### src/sv/i2cm_pkg.sv
// ----------------------------------------------------------------------------
// i2cm_pkg
// Shared types, command codes and slot tables for the I2C master bit engine.
// ----------------------------------------------------------------------------
package i2cm_pkg;

  localparam logic [2:0] MODE_START   = 3'd0;
  localparam logic [2:0] MODE_STOP    = 3'd1;
  localparam logic [2:0] MODE_WRITE   = 3'd2;
  localparam logic [2:0] MODE_READ    = 3'd3;
  localparam logic [2:0] MODE_SEND_ACK = 3'd4;
  localparam logic [2:0] MODE_RX_ACK  = 3'd5;

  localparam logic [15:0] SLOT_TICKS_RESET = 16'd10;

  typedef struct packed {
    logic       cmd;
    logic [2:0] mode;
    logic [7:0] load;
    logic       sda;
  } item_t;

  typedef struct packed {
    logic       scl;
    logic       sda;
    logic       busy;
    logic       done;
    logic [7:0] rx_byte;
    logic       ack_in;
  } res_t;

  function automatic logic [4:0] slot_count(input logic [2:0] mode);
    logic [4:0] n;
    case (mode)
      MODE_START:    n = 5'd4;
      MODE_STOP:     n = 5'd3;
      MODE_WRITE:    n = 5'd24;
      MODE_READ:     n = 5'd25;
      MODE_SEND_ACK: n = 5'd3;
      MODE_RX_ACK:   n = 5'd4;
      default:       n = 5'd1;
    endcase
    return n;
  endfunction

endpackage

### src/sv/i2cm_front.sv
// ----------------------------------------------------------------------------
// i2cm_front
// Accepts tick transactions, decodes the command and registers the result.
// ----------------------------------------------------------------------------
module i2cm_front (
  input  logic           clk_i,
  input  logic           rst_ni,
  input  logic           valid_i,
  output logic           ready_o,
  input  logic           cmd_valid_i,
  input  logic [2:0]     mode_i,
  input  logic [7:0]     tx_byte_i,
  input  logic           ack_out_i,
  input  logic           sda_in_i,
  output logic           valid_o,
  input  logic           ready_i,
  output i2cm_pkg::item_t item_o
);

  logic            valid_q;
  logic            valid_d;
  i2cm_pkg::item_t item_q;
  i2cm_pkg::item_t item_d;
  logic            take;

  assign ready_o = !valid_q || ready_i;
  assign take    = valid_i && ready_o;

  always_comb begin
    item_d.cmd  = cmd_valid_i && (mode_i <= i2cm_pkg::MODE_RX_ACK);
    item_d.mode = mode_i;
    item_d.sda  = sda_in_i;
    case (mode_i)
      i2cm_pkg::MODE_WRITE:    item_d.load = tx_byte_i;
      i2cm_pkg::MODE_SEND_ACK: item_d.load = {7'd0, ack_out_i};
      default:                 item_d.load = 8'd0;
    endcase
    valid_d = take || (valid_q && !ready_i);
  end

  always_ff @(posedge clk_i or negedge rst_ni) begin
    if (!rst_ni) begin
      valid_q <= 1'b0;
    end else begin
      valid_q <= valid_d;
    end
  end

  always_ff @(posedge clk_i) begin
    if (take) begin
      item_q <= item_d;
    end
  end

  assign valid_o = valid_q;
  assign item_o  = item_q;

endmodule

### src/sv/i2cm_queue.sv
// ----------------------------------------------------------------------------
// i2cm_queue
// Small FIFO of decoded ticks between the front end and the sequencer.
// ----------------------------------------------------------------------------
module i2cm_queue #(
  parameter int DEPTH = 2
) (
  input  logic            clk_i,
  input  logic            rst_ni,
  input  logic            push_i,
  output logic            ready_o,
  input  i2cm_pkg::item_t item_i,
  output logic            valid_o,
  input  logic            pop_i,
  output i2cm_pkg::item_t item_o
);

  localparam int AW = (DEPTH > 1) ? $clog2(DEPTH) : 1;
  localparam int CW = $clog2(DEPTH + 1);

  i2cm_pkg::item_t mem [DEPTH];
  logic [AW-1:0]   wr_ptr_q, wr_ptr_d;
  logic [AW-1:0]   rd_ptr_q, rd_ptr_d;
  logic [CW-1:0]   count_q, count_d;
  logic            do_push;
  logic            do_pop;

  assign ready_o = (count_q != CW'(DEPTH));
  assign valid_o = (count_q != '0);
  assign do_push = push_i && ready_o;
  assign do_pop  = pop_i && valid_o;
  assign item_o  = mem[rd_ptr_q];

  always_comb begin
    wr_ptr_d = wr_ptr_q;
    rd_ptr_d = rd_ptr_q;
    count_d  = count_q;
    if (do_push) begin
      wr_ptr_d = (wr_ptr_q == AW'(DEPTH - 1)) ? '0 : wr_ptr_q + AW'(1);
    end
    if (do_pop) begin
      rd_ptr_d = (rd_ptr_q == AW'(DEPTH - 1)) ? '0 : rd_ptr_q + AW'(1);
    end
    if (do_push && !do_pop) begin
      count_d = count_q + CW'(1);
    end else if (do_pop && !do_push) begin
      count_d = count_q - CW'(1);
    end
  end

  always_ff @(posedge clk_i or negedge rst_ni) begin
    if (!rst_ni) begin
      wr_ptr_q <= '0;
      rd_ptr_q <= '0;
      count_q  <= '0;
    end else begin
      wr_ptr_q <= wr_ptr_d;
      rd_ptr_q <= rd_ptr_d;
      count_q  <= count_d;
    end
  end

  always_ff @(posedge clk_i) begin
    if (do_push) begin
      mem[wr_ptr_q] <= item_i;
    end
  end

endmodule

### src/sv/i2cm_back.sv
// ----------------------------------------------------------------------------
// i2cm_back
// Slot sequencer: runs one tick per queued transaction and registers the result.
// ----------------------------------------------------------------------------
module i2cm_back (
  input  logic            clk_i,
  input  logic            rst_ni,
  input  logic [15:0]     slot_ticks_i,
  input  logic            valid_i,
  output logic            pop_o,
  input  i2cm_pkg::item_t item_i,
  output logic            valid_o,
  input  logic            ready_i,
  output i2cm_pkg::res_t  res_o
);

  logic           running_q, running_d;
  logic [15:0]    timer_q, timer_d;
  logic [4:0]     idx_q, idx_d;
  logic [2:0]     mode_q, mode_d;
  logic [7:0]     shift_q, shift_d;
  logic           scl_q, scl_d;
  logic           sda_q, sda_d;
  logic           ack_q, ack_d;
  logic [1:0]     phase_q, phase_d;
  logic [2:0]     bit_q, bit_d;
  logic           out_valid_q;
  i2cm_pkg::res_t res_q, res_d;

  logic           consume;
  logic           start;
  logic [2:0]     mode_c;
  logic [4:0]     idx_c;
  logic [15:0]    timer_c;
  logic [1:0]     phase_c;
  logic [2:0]     bit_c;
  logic [16:0]    hold;
  logic [16:0]    t_next;
  logic           last;

  assign consume = valid_i && (!out_valid_q || ready_i);
  assign pop_o   = consume;

  always_comb begin
    start   = !running_q && item_i.cmd;
    mode_c  = start ? item_i.mode : mode_q;
    idx_c   = start ? 5'd0 : idx_q;
    timer_c = start ? 16'd0 : timer_q;
    phase_c = start ? 2'd0 : phase_q;
    bit_c   = start ? 3'd0 : bit_q;
    hold    = {1'b0, (slot_ticks_i == 16'd0) ? 16'd1 : slot_ticks_i};
    t_next  = {1'b0, timer_c} + 17'd1;
    last    = ({1'b0, idx_c} + 6'd1) >= {1'b0, i2cm_pkg::slot_count(mode_c)};

    running_d = running_q || start;
    timer_d   = timer_c;
    idx_d     = idx_c;
    mode_d    = mode_c;
    shift_d   = start ? item_i.load : shift_q;
    scl_d     = scl_q;
    sda_d     = sda_q;
    ack_d     = ack_q;
    phase_d   = phase_c;
    bit_d     = bit_c;
    res_d     = '0;

    if (running_d) begin
      if (timer_c == 16'd0) begin
        case (mode_c)
          i2cm_pkg::MODE_START: begin
            case (idx_c)
              5'd0:    sda_d = 1'b1;
              5'd1:    scl_d = 1'b1;
              5'd2:    sda_d = 1'b0;
              default: scl_d = 1'b0;
            endcase
          end
          i2cm_pkg::MODE_STOP: begin
            case (idx_c)
              5'd0:    sda_d = 1'b0;
              5'd1:    scl_d = 1'b1;
              default: sda_d = 1'b1;
            endcase
          end
          i2cm_pkg::MODE_WRITE: begin
            case (phase_c)
              2'd0:    sda_d = shift_d[3'd7 - bit_c];
              2'd1:    scl_d = 1'b1;
              default: scl_d = 1'b0;
            endcase
          end
          i2cm_pkg::MODE_READ: begin
            if (idx_c == 5'd0) begin
              sda_d = 1'b1;
            end else begin
              case (phase_c)
                2'd0:    scl_d = 1'b1;
                2'd1:    shift_d = {shift_d[6:0], item_i.sda};
                default: scl_d = 1'b0;
              endcase
            end
          end
          i2cm_pkg::MODE_SEND_ACK: begin
            case (idx_c)
              5'd0:    sda_d = shift_d[0];
              5'd1:    scl_d = 1'b1;
              default: scl_d = 1'b0;
            endcase
          end
          i2cm_pkg::MODE_RX_ACK: begin
            case (idx_c)
              5'd0:    sda_d = 1'b1;
              5'd1:    scl_d = 1'b1;
              5'd2:    ack_d = item_i.sda;
              default: scl_d = 1'b0;
            endcase
          end
          default: begin
          end
        endcase
      end

      res_d.busy = 1'b1;
      timer_d    = t_next[15:0];
      if (t_next >= hold) begin
        timer_d = 16'd0;
        if (last) begin
          res_d.done = 1'b1;
          running_d  = 1'b0;
          idx_d      = 5'd0;
          if (mode_c == i2cm_pkg::MODE_READ) begin
            res_d.rx_byte = shift_d;
          end
          if (mode_c == i2cm_pkg::MODE_RX_ACK) begin
            res_d.ack_in = ack_d;
          end
        end else begin
          idx_d = idx_c + 5'd1;
          if (mode_c == i2cm_pkg::MODE_READ && idx_c == 5'd0) begin
            phase_d = 2'd0;
            bit_d   = 3'd0;
          end else if (phase_c == 2'd2) begin
            phase_d = 2'd0;
            bit_d   = bit_c + 3'd1;
          end else begin
            phase_d = phase_c + 2'd1;
          end
        end
      end
    end

    res_d.scl = scl_d;
    res_d.sda = sda_d;
  end

  always_ff @(posedge clk_i or negedge rst_ni) begin
    if (!rst_ni) begin
      running_q   <= 1'b0;
      timer_q     <= 16'd0;
      idx_q       <= 5'd0;
      mode_q      <= i2cm_pkg::MODE_START;
      shift_q     <= 8'd0;
      scl_q       <= 1'b1;
      sda_q       <= 1'b1;
      ack_q       <= 1'b0;
      phase_q     <= 2'd0;
      bit_q       <= 3'd0;
      out_valid_q <= 1'b0;
    end else begin
      if (consume) begin
        running_q <= running_d;
        timer_q   <= timer_d;
        idx_q     <= idx_d;
        mode_q    <= mode_d;
        shift_q   <= shift_d;
        scl_q     <= scl_d;
        sda_q     <= sda_d;
        ack_q     <= ack_d;
        phase_q   <= phase_d;
        bit_q     <= bit_d;
      end
      if (consume) begin
        out_valid_q <= 1'b1;
      end else if (ready_i) begin
        out_valid_q <= 1'b0;
      end
    end
  end

  always_ff @(posedge clk_i) begin
    if (consume) begin
      res_q <= res_d;
    end
  end

  assign valid_o = out_valid_q;
  assign res_o   = res_q;

endmodule

### src/sv/i2c_master_bit_engine.sv
// ----------------------------------------------------------------------------
// i2c_master_bit_engine
// Bit-level I2C master sequencer driven by one tick transaction per time step.
// ----------------------------------------------------------------------------
// Each slave-side transaction is one time tick carrying the sampled SDA level
// and an optional command in tuser (start, stop, write, read, send ack,
// receive ack). Each master-side transaction is the matching result: pin
// levels, busy, the received byte and ack, with tlast marking the final tick
// of a command. Every tick gives exactly one result, in order.
// The slot length in ticks is set through cfg_we_i/cfg_wdata_i; write it only
// when no tick is in flight.
// Throughput is one tick per clock cycle while the receiver keeps up. From the
// slave-side handshake, a tick passes the decode register, the tick queue and
// the sequencer's output register before its result appears.
// Reset releases both pins, loads a slot length of 10 ticks and empties the
// pipeline. When the receiver stalls, the output register holds its result,
// the queue fills, and then s_axis_tready drops until space frees up.
// ----------------------------------------------------------------------------
module i2c_master_bit_engine #(
  parameter int QUEUE_DEPTH = 2
) (
  input  logic        clk_i,
  input  logic        rst_ni,
  input  logic        cfg_we_i,
  input  logic [15:0] cfg_wdata_i,
  input  logic        s_axis_tvalid,
  output logic        s_axis_tready,
  // tx_byte[7:0], ack_out[8], sda_in[9], zero[15:10]
  input  logic [15:0] s_axis_tdata,
  // cmd_valid[0], mode[3:1]
  input  logic [3:0]  s_axis_tuser,
  output logic        m_axis_tvalid,
  input  logic        m_axis_tready,
  // scl_out[0], sda_out[1], busy_res[2], rx_byte[10:3], ack_in[11], zero[15:12]
  output logic [15:0] m_axis_tdata,
  output logic        m_axis_tlast
);

  logic [15:0]     slot_ticks_q;
  logic            f_valid;
  logic            f_ready;
  i2cm_pkg::item_t f_item;
  logic            q_valid;
  logic            q_pop;
  i2cm_pkg::item_t q_item;
  i2cm_pkg::res_t  res;

  always_ff @(posedge clk_i or negedge rst_ni) begin
    if (!rst_ni) begin
      slot_ticks_q <= i2cm_pkg::SLOT_TICKS_RESET;
    end else if (cfg_we_i) begin
      slot_ticks_q <= cfg_wdata_i;
    end
  end

  i2cm_front u_front (
    .clk_i       (clk_i),
    .rst_ni      (rst_ni),
    .valid_i     (s_axis_tvalid),
    .ready_o     (s_axis_tready),
    .cmd_valid_i (s_axis_tuser[0]),
    .mode_i      (s_axis_tuser[3:1]),
    .tx_byte_i   (s_axis_tdata[7:0]),
    .ack_out_i   (s_axis_tdata[8]),
    .sda_in_i    (s_axis_tdata[9]),
    .valid_o     (f_valid),
    .ready_i     (f_ready),
    .item_o      (f_item)
  );

  i2cm_queue #(
    .DEPTH (QUEUE_DEPTH)
  ) u_queue (
    .clk_i   (clk_i),
    .rst_ni  (rst_ni),
    .push_i  (f_valid),
    .ready_o (f_ready),
    .item_i  (f_item),
    .valid_o (q_valid),
    .pop_i   (q_pop),
    .item_o  (q_item)
  );

  i2cm_back u_back (
    .clk_i        (clk_i),
    .rst_ni       (rst_ni),
    .slot_ticks_i (slot_ticks_q),
    .valid_i      (q_valid),
    .pop_o        (q_pop),
    .item_i       (q_item),
    .valid_o      (m_axis_tvalid),
    .ready_i      (m_axis_tready),
    .res_o        (res)
  );

  assign m_axis_tdata = {4'd0, res.ack_in, res.rx_byte, res.busy, res.sda, res.scl};
  assign m_axis_tlast = res.done;

  a_done_busy : assert property (@(posedge clk_i) disable iff (!rst_ni)
    (m_axis_tvalid && m_axis_tlast) |-> m_axis_tdata[2])
    else $error("command end reported without busy");

  a_rx_on_done : assert property (@(posedge clk_i) disable iff (!rst_ni)
    (m_axis_tvalid && (m_axis_tdata[10:3] != 8'd0)) |-> m_axis_tlast)
    else $error("received byte shown outside a command end");

  a_ack_on_done : assert property (@(posedge clk_i) disable iff (!rst_ni)
    (m_axis_tvalid && m_axis_tdata[11]) |-> m_axis_tlast)
    else $error("received ack shown outside a command end");

endmodule
### config.mk
export PLATFORM = sky130hd
export DESIGN_NAME = i2c_master_bit_engine
export DESIGN_NICKNAME = d
export VERILOG_FILES = /design/src/sv/i2cm_pkg.sv /design/src/sv/i2cm_front.sv /design/src/sv/i2cm_queue.sv /design/src/sv/i2cm_back.sv /design/src/sv/i2c_master_bit_engine.sv
export SDC_FILE = /design/constraint.sdc
export NUM_CORES = 1
export LEC_CHECK = 0
export BUFFER_PORTS_ARGS = -buffer_cell sky130_fd_sc_hd__buf_2
export CORE_ASPECT_RATIO = 1.75
export CORE_MARGIN = 2
export CORE_UTILIZATION = 45
export DETAILED_ROUTE_END_ITERATION = 10
export PLACE_DENSITY = 0.66
export SETUP_SLACK_MARGIN = 0.2
export SLEW_MARGIN = 5
export SYNTH_ARGS = -nofsm -noshare
export SYNTH_HDL_FRONTEND = slang
export SYNTH_HIERARCHICAL = 1
export SYNTH_SLANG_ARGS = --single-unit
### constraint.sdc
create_clock -name clk_i -period 4.8 [get_ports clk_i]
set_input_delay 0.48 -clock clk_i [delete_from_list [all_inputs] [get_ports clk_i]]
set_output_delay 0.48 -clock clk_i [all_outputs]
set_load 0.005 [all_outputs]
# Yosys cells after proc, flatten, opt, wreduce, memory -nomap -nowiden
# Memory sizes are Yosys's and may differ from the RTL's.
# Index checks and enable logic that the tools add are counted.
# word_totals
reg_bits	89
ram_bits	26
input_bits	41
out_inout_bits	19
word_cells	156
n_memories	1
# classes
add_sub_neg	10
n_lt_le_gt_ge	4
eq_ne	12
n_mux	67
reduce_logical	36
# memory_table
memory	words	width	read_ports	rd_ports_with_merged_regs	write_ports	line	text
u_queue.mem	2	13	1	0	1	i2cm_queue.sv:21	i2cm_pkg::item_t mem [DEPTH];
# ops
cell	n
two-way mux 16 bit	4
two-way mux 8 bit	7
logical NOT 16 bit	2
two-way mux 1 bit	23
two-way mux 3 bit	7
two-way mux 10 bit	2
two-way mux 5 bit	4
one-hot mux 5 bit (4 select lines)	1
adder 16 x 1 -> 17 bit (second input constant)	1
>= comparator 17 x 16 -> 1 bit	1
two-way mux 2 bit	8
one-hot mux 8 bit (2 select lines)	1
one-hot mux 1 bit (2 select lines)	6
two-way mux 11 bit	1
logical AND 1 bit	10
one-hot mux 1 bit (5 select lines)	2
equality test 3 x 2 -> 1 bit (second input constant)	3
equality test 3 bit (second input constant)	3
AND reduction 4 bit	2
OR reduction 2 bit	4
adder 5 x 1 -> 6 bit (second input constant)	1
>= comparator 6 x 5 -> 1 bit	1
logical NOT 1 bit	6
nonzero test 2 bit	3
20 further kinds	26

# Longest topological paths before layout
# Gate-level depths: netlist of run 1.
# logic_depth
ltp_word	12
ltp_mapped	23
depth_no_buf	18

# By module
# Netlist of run 1, hierarchy kept.
# modules_own_cells
mod	n_inst	cells_each	area_each_um2	seq_area_each_um2
i2cm_back	1	455	4038.9	1443.9
i2cm_queue	1	58	1144.8	880.8
i2c_master_bit_engine	1	39	685.7	402.9
i2cm_front	1	29	524.3	415.4

# Worst setup path after synthesis of run 1
# OpenSTA, ideal clock, no wires.
# synth_timing
kind	flip-flop to flip-flop
startpoint	register u_queue.rd_ptr_q
endpoint	register u_back.res_q, in the netlist u_back/res_o[3], data pin
setup_ps	274
arrival_time_ps	4638
required_time_ps	4526
slack_ps	-112
stages_incl_launch_ff	23
path_buffers	4
synth_period_minus_slack_ps	4912
cell_sequence	dfrtp_1 -> mux2_2 -> nand2b_4 -> clkbuf_1 -> buf_1 -> buf_1 -> nand2_1 -> inv_1 -> ha_1 -> nand4_4 -> nor3_2 -> nand4_1 -> xor2_1 -> nor2_1 -> ha_1 -> nand3_1 -> nor2_1 -> and3_1 -> a311o_2 -> or3_1 -> buf_6 -> nand4_2 -> a211oi_1
# synth_lines
element	line	text
from (decl)	i2cm_queue.sv:23	logic [AW-1:0] rd_ptr_q, rd_ptr_d;
from (signal assigned)	i2cm_queue.sv:58	rd_ptr_q <= rd_ptr_d;
to (signal assigned)	i2cm_back.sv:192	res_q <= res_d;
to (decl)	i2cm_back.sv:28	i2cm_pkg::res_t res_q, res_d;

==> impl_metrics.tcl, run 1 <==
set metrics [dict create \
    status "finished clean" \
    ant_nets 0 \
    cts-resized-gates 0 \
    grt_use_met1_pct 18.50 \
    io_pins 60 \
    async_flop_share_pct 54.78 \
    setup_viol 0 \
    viasPerCell 5.621 \
    start_util_pct 45.97 \
    fin_crit_ns 4.357 \
    cts_made_buffers 17 \
    crit_type "register to register" \
    grtUsageTotal_pct 19.51 \
    cts_sinks 115 \
    dieArea_um2 15210 \
    grt_setup_unrepaired "false" \
    post-route-period-util_pct 90.78 \
    cts_setup_buffers 0 \
    overflow 0 \
    synth_top_area_share_pct 24.42 \
    dieHeight_um 161.7 \
    arrival_ns 4.70 \
    cp-end-kind "register" \
    core.rowCount 57 \
    io_buffers 49 \
    holdBufCountCts 0 \
    gp_congestion 0.9403 \
    ys_top_cells_by_area "edfxtp_1 (24%), dfrtp_1 (23%), ha_1 (5.7%)" \
    netlist-cell-type-count 79 \
    synth_area_um2 6394 \
    yosys.area.top_type "edfxtp_1" \
    syn_area_per_cell_um2 11.00 \
    finalClockSkew_ns 0.009341 \
    maxSlewHeadroom_pct 31.00 \
    antenna_found_initial 0 \
    clockBufferDepth 2 \
    firstDrtPassIters 4 \
    hold_viol 0 \
    max_freq_mhz 229.5 \
    leakagePower_nw 3.187 \
    cts_tree "done" \
    coreArea_um2 13910 \
    synth_seq_cells 115 \
    tns_ns 0 \
    htree_num_levels 4 \
    power.density_nw_per_um2 517.5 \
    drt-wirelength-per-cell_um 16.99 \
    cap_violations 0 \
    grt_pass1_vias 4806 \
    top_usage_layer "met2" \
    route.detailed.drc 0 \
    die_w_um 94.11 \
    grt_max_degree 64 \
    synth_edf_count 52 \
    diodes 0 \
    clkLatencyLatePin_ns 0.41 \
    grtUsageMet2_pct 37.11 \
    drive_gt1_share_pct 23.62 \
    cp_data_required_time_ns 5.15 \
    syn_to_final_growth_pct 15.60 \
    drtIter0Drc 228 \
    ys.flop_type "dfrtp_1" \
    total_power_mw 3.825 \
    grt_pass1_wl_um 22760 \
    cp_max_fo 14 \
    layout.nets 709 \
    yosysWarningCount 6 \
    cp-start-kind "register" \
    cts-root-buf "clkbuf_16" \
    hold_path_class "input pin to async pin" \
    vias 4660 \
    vdd_drop_max_uv 327.4 \
    worst_pin_slew_ns 1.031 \
    grt.met3_usage_pct 4.453 \
    wl_um 14080 \
    hpwl_um 10260 \
    synthCells 581 \
    ys_seq_area_share_pct 49.16 \
    final_max_slew_viol_count 0 \
    clk_pin_slew_ns 0.06 \
]
final cells by class:
class	count	area (µm²)
inverter	26	97.59
multi-input combinational	418	3028
fill	1194	6516
clock buffer	18	450.4
timing repair buffer	61	335.3
sequential	115	3143
clock inverter	14	115.1
tap	177	221.5
cells in the mapped netlist, types with 5 or more instances:
cell	number
nand2_1	66
dfrtp_1	59
edfxtp_1	52
nor2_1	52
ha_1	29
inv_1	25
o21ai_0	21
a21oi_1	20
mux2_2	20
nand3_1	19
xor2_1	14
mux2i_1	13
and2_1	12
nor3_1	11
mux2_4	10
o22ai_1	10
xnor2_1	8
a211oi_1	7
and3_1	6
clkbuf_1	6
nand4_1	6
nor4_1	6
a22o_1	5
buf_1	5
buf_4	5
buf_6	5
nand2b_1	5
where the power goes:
part	internal [mW]	switching [mW]	total, mW
clock network	0.701	0.482	1.18
logic	0.472	0.694	1.17
registers	1.32	0.160	1.48
total	2.49	1.34	3.82
registers in the layout (all words and copies together) (netlist names), 2 cells and up:
register / flops
u_queue/mem: 26
slot_ticks_q: 16
u_back/timer_q: 16
u_back/res_o: 13
u_front/item_o: 13
u_back/shift_q: 8
u_back/idx_q: 5
u_back/bit_q: 3
u_back/mode_q: 3
u_back/phase_q: 2
u_queue/count_q: 2
logic make-up after synthesis:
group / synth area share, %
other: 0.05865
XOR/XNOR: 3.014
multiplexers: 8.610
AND/OR/NAND/NOR: 17.32
buffers and inverters: 4.188
flip-flops: 49.16
AO/OA/AOI/OAI: 11.98
adder cells (fa/ha/maj): 5.675
metal layers:
metal,vias to the layer above,part of all wire [%],routed length [µm]
met5,-,0,0
met4,0,4.2,591
met3,40,4.3,599
met2,115,55,7799
met1,2267,36,5094
li1,2238,-,-
critical path: stages (launching register included):
cell	delay [ns]
dfrtp_1	0.35
mux2_2	0.38
nand2b_4	0.12
and2_1	0.25
ha_4	0.20
nand4_4	0.13
nor3_4	0.25
nand4_1	0.20
xor2_2	0.23
nor2_1	0.07
ha_1	0.32
nand3_1	0.11
nor2_1	0.07
and3_1	0.16
a311o_2	0.41
or3_1	0.44
buf_4	0.24
o21ai_4	0.19
a22o_1	0.17
cells in the final DEF, fill, tap and decap left out, types with 20 or more instances in the layout:
| cell type | n |
|---|---|
| buf_2 | 49 |
| nand2_1 | 66 |
| ha_1 | 28 |
| dfrtp_1 | 59 |
| mux2_2 | 20 |
| edfxtp_1 | 52 |
| a21oi_1 | 20 |
| nor2_1 | 52 |
| inv_1 | 25 |
| o21ai_0 | 21 |
path summary, 6_finish.rpt:
kind                                   startpoint                end  slack (ns)  cells after the start
max in group asynchronous                  rst_ni  u_back/shift_q[0]        3.99                      2
worst max register to register   u_queue/rd_ptr_q    u_back/idx_q[4]        0.44                     18
min in group clk_i                s_axis_tdata[9]  u_front/item_o[0]        0.24                      1
worst min-delay path                       rst_ni   slot_ticks_q[10]        0.24                      2
worst min register to register  u_front/item_o[6]  u_queue/mem[1][6]        0.44                      0
worst max-delay path             u_queue/rd_ptr_q    u_back/idx_q[4]        0.44                     18
per-stage QoR:
| stage | utilization, % | setup WS, ns | cells | cell area, µm² | hold WS [ns] |
|---|---|---|---|---|---|
| after floorplan | - | 0.2155 | 584 | 6409 | 0.1844 |
| after global placement | 48.83 | 0.4156 | 797 | 6792 | 0.4223 |
| after detailed placement | 48.83 | 0.3246 | 797 | 6792 | 0.4306 |
| after CTS | 52.90 | 0.2675 | 829 | 7357 | 0.2249 |
| after global routing | 53.14 | 0.2160 | 829 | 7391 | 0.2318 |
| final | 53.14 | 0.4426 | 829 | 7391 | 0.2408 |
Power figures use the tool's default switching activity.
==> run 2, diff against run 1 <==
- ABC_AREA: not set -> 1
- PLACE_DENSITY: 0.66 -> 0.65
- RECOVER_POWER: not set -> 25
==> run 2 against run 1 <==
The run now ends with capacitance limit, slew limit left. Utilization down 1.6 points. Clock skew down 0.0010 ns. Total power grew 24%. Critical endpoint is now u_back/res_o[3]. Critical path depth rose by 8. Worst setup slack improved by 0.39 ns. Area after synthesis increased by 5.2%. Design area grew 3.0%. First-iteration DRC count increased by 13%. Global-route usage shrank 0.47 points. Sequential share of layout area decreased by 1.2 points. Largest cell class unchanged. Fmax is 10% higher.
==> impl_metrics.tcl, run 2 <==
set metrics [dict create \
    status "complete, but fails checks" \
    violations "capacitance limit, slew limit" \
    dieArea_um2 15970 \
    coreArea_um2 14760 \
    syn_to_final_growth_pct 13.27 \
    arrival_ns 4.23 \
    top_regs "u_queue/mem (26), slot_ticks_q (16), u_back/timer_q (16)" \
    crit_type "register to register" \
    leakagePower_nw 3.744 \
    async_flop_share_pct 54.78 \
    final_cell_area_um2 7616 \
    clk_pin_slew_ns 0.06 \
    clockBufferDepth 2 \
    gp_congestion 0.8692 \
    synth_most_common_cell "nand2_1" \
    cap_violations 1 \
    largest_reg_flops 26 \
    r2r_start "u_queue/rd_ptr_q" \
    clockPowerShare_pct 25.1 \
    vias 5132 \
    grt_pass1_wl_um 23630 \
    yosysWarningCount 6 \
    antenna_found_initial 0 \
    io_pins 60 \
    grt_pass1_vias 5182 \
    p_seq_share_pct 32.0 \
    dp_slack_ns 0.5366 \
    fin_crit_ns 3.963 \
    synth_seq_cells 115 \
    grt_max_degree 38 \
    synth_edf_count 52 \
    die_w_um 96.41 \
    drtIter0Drc 257 \
    cp-start-kind "register" \
    clkLatencyLatePin_ns 0.41 \
    r2r_setup_slack_ns 0.84 \
    post-place-cells 998 \
    p_int_mw 2.723 \
    finalClockSkew_ns 0.008322 \
    synth_area_um2 6724 \
    dieHeight_um 165.7 \
    wl_um 13890 \
    holdBufCountCts 0 \
    htree_num_levels 4 \
    min_from "s_axis_tdata[9]" \
    power_frac_comb_pct 42.9 \
    stdcell_count 1032 \
    route.detailed.drc 0 \
    ys_top_cells_by_count "nand2_1 (243), inv_1 (90), dfrtp_1 (59)" \
    r2r_end "u_back/res_o[3]" \
    fill_cells 1445 \
    grt_setup_unrepaired "false" \
    drive_gt1_share_pct 19.43 \
    firstDrtPassIters 7 \
    synth_top_area_share_pct 23.22 \
    diodes 0 \
    hold_path_end "u_front/item_o[0]" \
    io_buffers 49 \
    cts_sinks 115 \
    cp_data_required_time_ns 5.07 \
    cts-root-buf "clkbuf_16" \
    cts_tree "done" \
    cp_max_fo 8 \
    ys_seq_area_share_pct 46.74 \
    power.density_nw_per_um2 620.4 \
    viasPerCell 4.973 \
    drt-wirelength-per-cell_um 13.46 \
    ant_nets 0 \
    layout.nets 906 \
    largest-register "u_queue/mem" \
    switching_share_pct 42.36 \
    cts_made_buffers 17 \
    post-route-period-util_pct 82.56 \
    final_max_slew_viol_count 38 \
    cp-end-kind "register" \
    reg2reg_depth 26 \
    hold_viol 0 \
    worst_pin_slew_ns 2.227 \
    ys_top_cells_by_area "edfxtp_1 (23%), dfrtp_1 (22%), nand2_1 (14%)" \
    ys.flop_type "dfrtp_1" \
    overflow 0 \
    worst_slack_ns 0.8371 \
    setup_viol 0 \
    layout_common_cells "nand2_1 (243), inv_1 (91), dfrtp_1 (58), nor2_1 (54), edfxtp_1 (52)" \
    max_freq_mhz 252.3 \
    placed_area_um2 7066 \
    hold_path_class "input pin to register" \
    vdd_drop_max_uv 332.6 \
    hpwl_um 10260 \
    tns_ns 0 \
    yosys.area.top_type "edfxtp_1" \
    start_util_pct 45.54 \
    netSwitchingPower_mw 2.002 \
    final_util_pct 51.58 \
    grtUsageTotal_pct 19.04 \
    final_common_cell "nand2_1" \
    syn_area_per_cell_um2 8.665 \
    whs_path_depth 1 \
    maxSlewHeadroom_pct -48.47 \
    synthCells 776 \
    netlist-cell-type-count 55 \
    core.rowCount 59 \
]
[run 2: critical path: stages, from the launching register on]
cell and delay [ns]:
dfrtp_2 0.43, nand2_1 0.07, nand2_1 0.12, inv_1 0.10, nor2_2 0.06, nor2_1 0.14, ha_1 0.20, nor3b_4 0.29
nand4_1 0.19, nor2_1 0.23, xor2_1 0.21, inv_1 0.07, ha_1 0.30, nand2_1 0.07, nor2_1 0.17, nand3b_1 0.10
nand3_1 0.10, nand2_1 0.05, nand2_1 0.06, nand2_1 0.04, nand2_1 0.05, nand2_1 0.08, nand2_2 0.20, nand2_2 0.14
nor2_4 0.15, nand2_4 0.10, nor2_1 0.11
[run 2: cell families after synthesis]
group	share of synthesized area, %
buf+inv	9.323
fa+ha+maj	5.396
other cells	0.05577
flops	46.74
xor+xnor	2.475
mux	0.4466
simple gates	28.82
compound gates	6.736
[run 2: timing repair]
action,CTS,global route
resized for setup,0,1
setup buffers,0,2
endpoints found under the setup margin,0,19
[run 2: worst max-delay path by stage]
stage / cells after the start / end / slack, ns / start
2_1_floorplan: 29 / u_back/res_o[0] / 1.11 / u_queue/rd_ptr_q
3_3_place_gp: 23 / u_back/res_o[5] / 0.61 / u_queue/rd_ptr_q
3_5_place_dp: 27 / u_back/res_o[3] / 0.54 / u_queue/rd_ptr_q
4_1_cts: 27 / u_back/res_o[3] / 0.52 / u_queue/rd_ptr_q
5_1_grt: 26 / u_back/res_o[3] / 0.37 / u_queue/rd_ptr_q
6_report: 26 / u_back/res_o[3] / 0.84 / u_queue/rd_ptr_q
[run 2: through the flow]
step	total power [mW]	hold WS, ns
2_1_floorplan	3.061	0.1844
3_3_place_gp	3.508	0.4244
3_5_place_dp	3.555	0.4404
4_1_cts	4.762	0.2346
5_1_grt	5.124	0.2337
6_report	4.725	0.2497
[run 2: power groups by stage]
stage	sequential [mW]	combinational [mW]	clock (mW)
floorplan	1.50	1.56	0
global placement	1.53	1.98	0
detailed placement	1.54	2.01	0
CTS	1.53	2.02	1.21
global route	1.54	2.32	1.26
finish	1.51	2.03	1.18
[run 2: layout make-up]
type	count	area, µm²	area share [%]
clock inverters	14	127.6	1.676
clock buffers	18	429.2	5.635
repair buffers	61	329.1	4.321
well taps	183	229.0	3.006
inverters	105	401.6	5.274
flip-flops and latches	115	3144	41.28
multi-input cells	536	2955	38.80
[run 2: metal layers]
layer  global-route usage, %  part of all wire, %
met1                   21.49                   41
met2                   33.79                   54
met3                   3.547                  2.5
met4                   8.512                  2.7
met5                       0                    0
==> run 3, diff against run 2 <==
- ABC_AREA: 1 -> 0
- PLACE_DENSITY: 0.65 -> 0.66
- clock period: 4.8 -> 3.5 ns (I/O delays scaled with it)
==> run 3 against run 2 <==
The run ends with capacitance limit, slew limit, setup timing left. Sequential power up 34%. Combinational power hardly changed. Sequential share of layout area down 2.9 points. Critical path type unchanged. Critical endpoint is now u_back/timer_q[13]. Highest routed layer unchanged.
==> impl_metrics.tcl, run 3 (same netlist as run 1, synthesis figures left out) <==
set metrics [dict create \
    status "complete, but fails checks" \
    violations "capacitance limit, slew limit, setup timing" \
    coreArea_um2 13910 \
    power_frac_comb_pct 34.9 \
    grt_pass1_wl_um 25580 \
    dr_wl_met3_um 561 \
    htree_num_levels 4 \
    cp-end-kind "register" \
    cp-start-kind "register" \
    drtIter0Drc 150 \
    cp_slowest_cell "dfrtp_1" \
    crit_buf_inv 1 \
    drt-wirelength-per-cell_um 17.88 \
    fill_cells 1157 \
    cts-root-buf "clkbuf_16" \
    firstDrtPassIters 5 \
    cp_slowest_stage_delay_ns 0.39 \
    gp_congestion 0.8652 \
    top_regs "u_queue/mem (26), slot_ticks_q (16), u_back/timer_q (16)" \
    cap_violations 1 \
    wl_met1_um 5632 \
    viasPerCell 5.654 \
    hpwl_um 11580 \
    clockPowerShare_pct 30.1 \
    worst_slack_ns -0.3809 \
    final_max_slew_viol_count 32 \
    cts_made_buffers 17 \
    clockBufferDepth 2 \
    top_layer "met4" \
    io_buffers 49 \
    drive_gt1_share_pct 34.07 \
    cp_data_required_time_ns 3.81 \
    cts_tree "done" \
    setup_viol 37 \
    wl_um 16080 \
    arrival_ns 4.19 \
    hold_path_class "input pin to register" \
    p_int_mw 3.754 \
    power.density_nw_per_um2 706.8 \
    largest_reg_flops 26 \
    vias 5083 \
    cts_sinks 115 \
    maxSlewHeadroom_pct -29.88 \
    ant_nets 0 \
    cp_cell_sequence "mux2_4, nand2b_4, and2_4, ha_4, nand4_4, nor3_4, nand4_1, xor2_1, nor2_1, ha_1, nand3_2, nor2_2, and3_1, a311o_2, or3_4, bufbuf_16, o41ai_2" \
    crit_path_end "u_back/timer_q[13]" \
    syn_to_final_growth_pct 28.06 \
    hold_viol 0 \
    path_depth 17 \
    cp_top_family "simple AND/OR/NAND/NOR gates" \
    largest-register "u_queue/mem" \
    switching_share_pct 35.13 \
    leakagePower_nw 3.587 \
    r2r_start "u_queue/rd_ptr_q" \
    final_common_cell "buf_4" \
    vdd_drop_max_uv 405.1 \
    worst_pin_slew_ns 1.948 \
    io_pins 60 \
    grtUsageTotal_pct 21.93 \
    overflow 0 \
    start_util_pct 45.97 \
    max_freq_mhz 257.7 \
    r2r_end "u_back/timer_q[13]" \
    reg2reg_depth 17 \
    clk_pin_slew_ns 0.06 \
    core.rowCount 57 \
    final_util_pct 58.88 \
    tns_ns -11.16 \
    grt_max_degree 37 \
    clkLatencyLatePin_ns 0.42 \
    layout.nets 779 \
    diodes 0 \
    holdBufCountCts 0 \
    final_cell_area_um2 8188 \
    route.detailed.drc 0 \
    grt_pass1_vias 5359 \
    met2_length_um 9027 \
    total_power_mw 5.787 \
    cp_max_fo 6 \
    finalClockSkew_ns 0.008593 \
    p_seq_share_pct 35.0 \
    layout_common_cells "buf_4 (73), nand2_1 (64), dfrtp_1 (59), edfxtp_1 (52), nor2_1 (46)" \
    post-route-period-util_pct 110.9 \
    netSwitchingPower_mw 2.033 \
    dieHeight_um 161.7 \
    placed_area_um2 7293 \
    dieArea_um2 15210 \
    dp_slack_ns -0.4058 \
    antenna_found_initial 0 \
    die_w_um 94.11 \
    grt_setup_unrepaired "true" \
    critPathLaunch "u_queue/rd_ptr_q" \
    crit_type "register to register" \
    r2r_setup_slack_ns -0.38 \
    fin_crit_ns 3.881 \
]
run 3: cell type report:
| cell class | count | area [µm²] | area share [%] |
|---|---|---|---|
| multi-input cells | 418 | 3193 | 39.00 |
| flip-flops and latches | 115 | 3143 | 38.39 |
| repair buffers | 131 | 937.1 | 11.45 |
| clock buffers | 17 | 425.4 | 5.196 |
| well taps | 177 | 221.5 | 2.705 |
| clock inverters | 15 | 170.2 | 2.078 |
| inverters | 26 | 97.59 | 1.192 |
run 3: worst min-delay path by stage:
stage / from / end / cells past startpoint
floorplan: rst_ni / slot_ticks_q[0] / 0
global placement: u_front/item_o[0] / u_queue/mem[0][0] / 0
detailed placement: u_front/item_o[4] / u_queue/mem[0][4] / 0
CTS: rst_ni / u_back/valid_o / 1
global route: s_axis_tdata[9] / u_front/item_o[0] / 1
finish: s_axis_tdata[9] / u_front/item_o[0] / 1
run 3: worst reg2reg max path, stage by stage (launching register included):
cell and delay, ns:
dfrtp_1 0.39, mux2_4 0.33, nand2b_4 0.10, and2_4 0.16, ha_4 0.14, nand4_4 0.11
nor3_4 0.23, nand4_1 0.18, xor2_1 0.22, nor2_1 0.08, ha_1 0.32, nand3_2 0.09
nor2_2 0.04, and3_1 0.16, a311o_2 0.37, or3_4 0.40, bufbuf_16 0.29, o41ai_2 0.18
run 3: repair_timing:
action                                  4_1_cts  5_1_grt
gates cloned                                  1        0
pin swaps                                     8        9
endpoints found under the setup margin       37       38
endpoints found under the hold margin         0        0
setup buffers                                 4        7
gates resized for setup                      22       16
run 3: power groups by stage:
| stage | Clock, mW | Sequential [mW] | Combinational (mW) |
|---|---|---|---|
| CTS | 1.78 | 2.02 | 1.95 |
| finish | 1.74 | 2.03 | 2.02 |
| global placement | 0 | 2.02 | 1.83 |
| global route | 1.83 | 2.06 | 2.21 |
| floorplan | 0 | 1.99 | 1.19 |
| detailed placement | 0 | 2.04 | 1.88 |
run 3: through the flow:
stage / std cells / hold slack (ns)
2_1_floorplan: 584 / 0.05441
3_3_place_gp: 855 / 0.4237
3_5_place_dp: 855 / 0.4324
4_1_cts: 892 / 0.03836
5_1_grt: 899 / 0.1168
6_report: 899 / 0.1196
run 3: per-layer routing:
metal  vias to the layer above  GRT usage, %
li1                       2377             -
met1                      2484         20.50
met2                       159         41.69
met3                        63         4.406
met4                         0         13.97
met5                         -             0
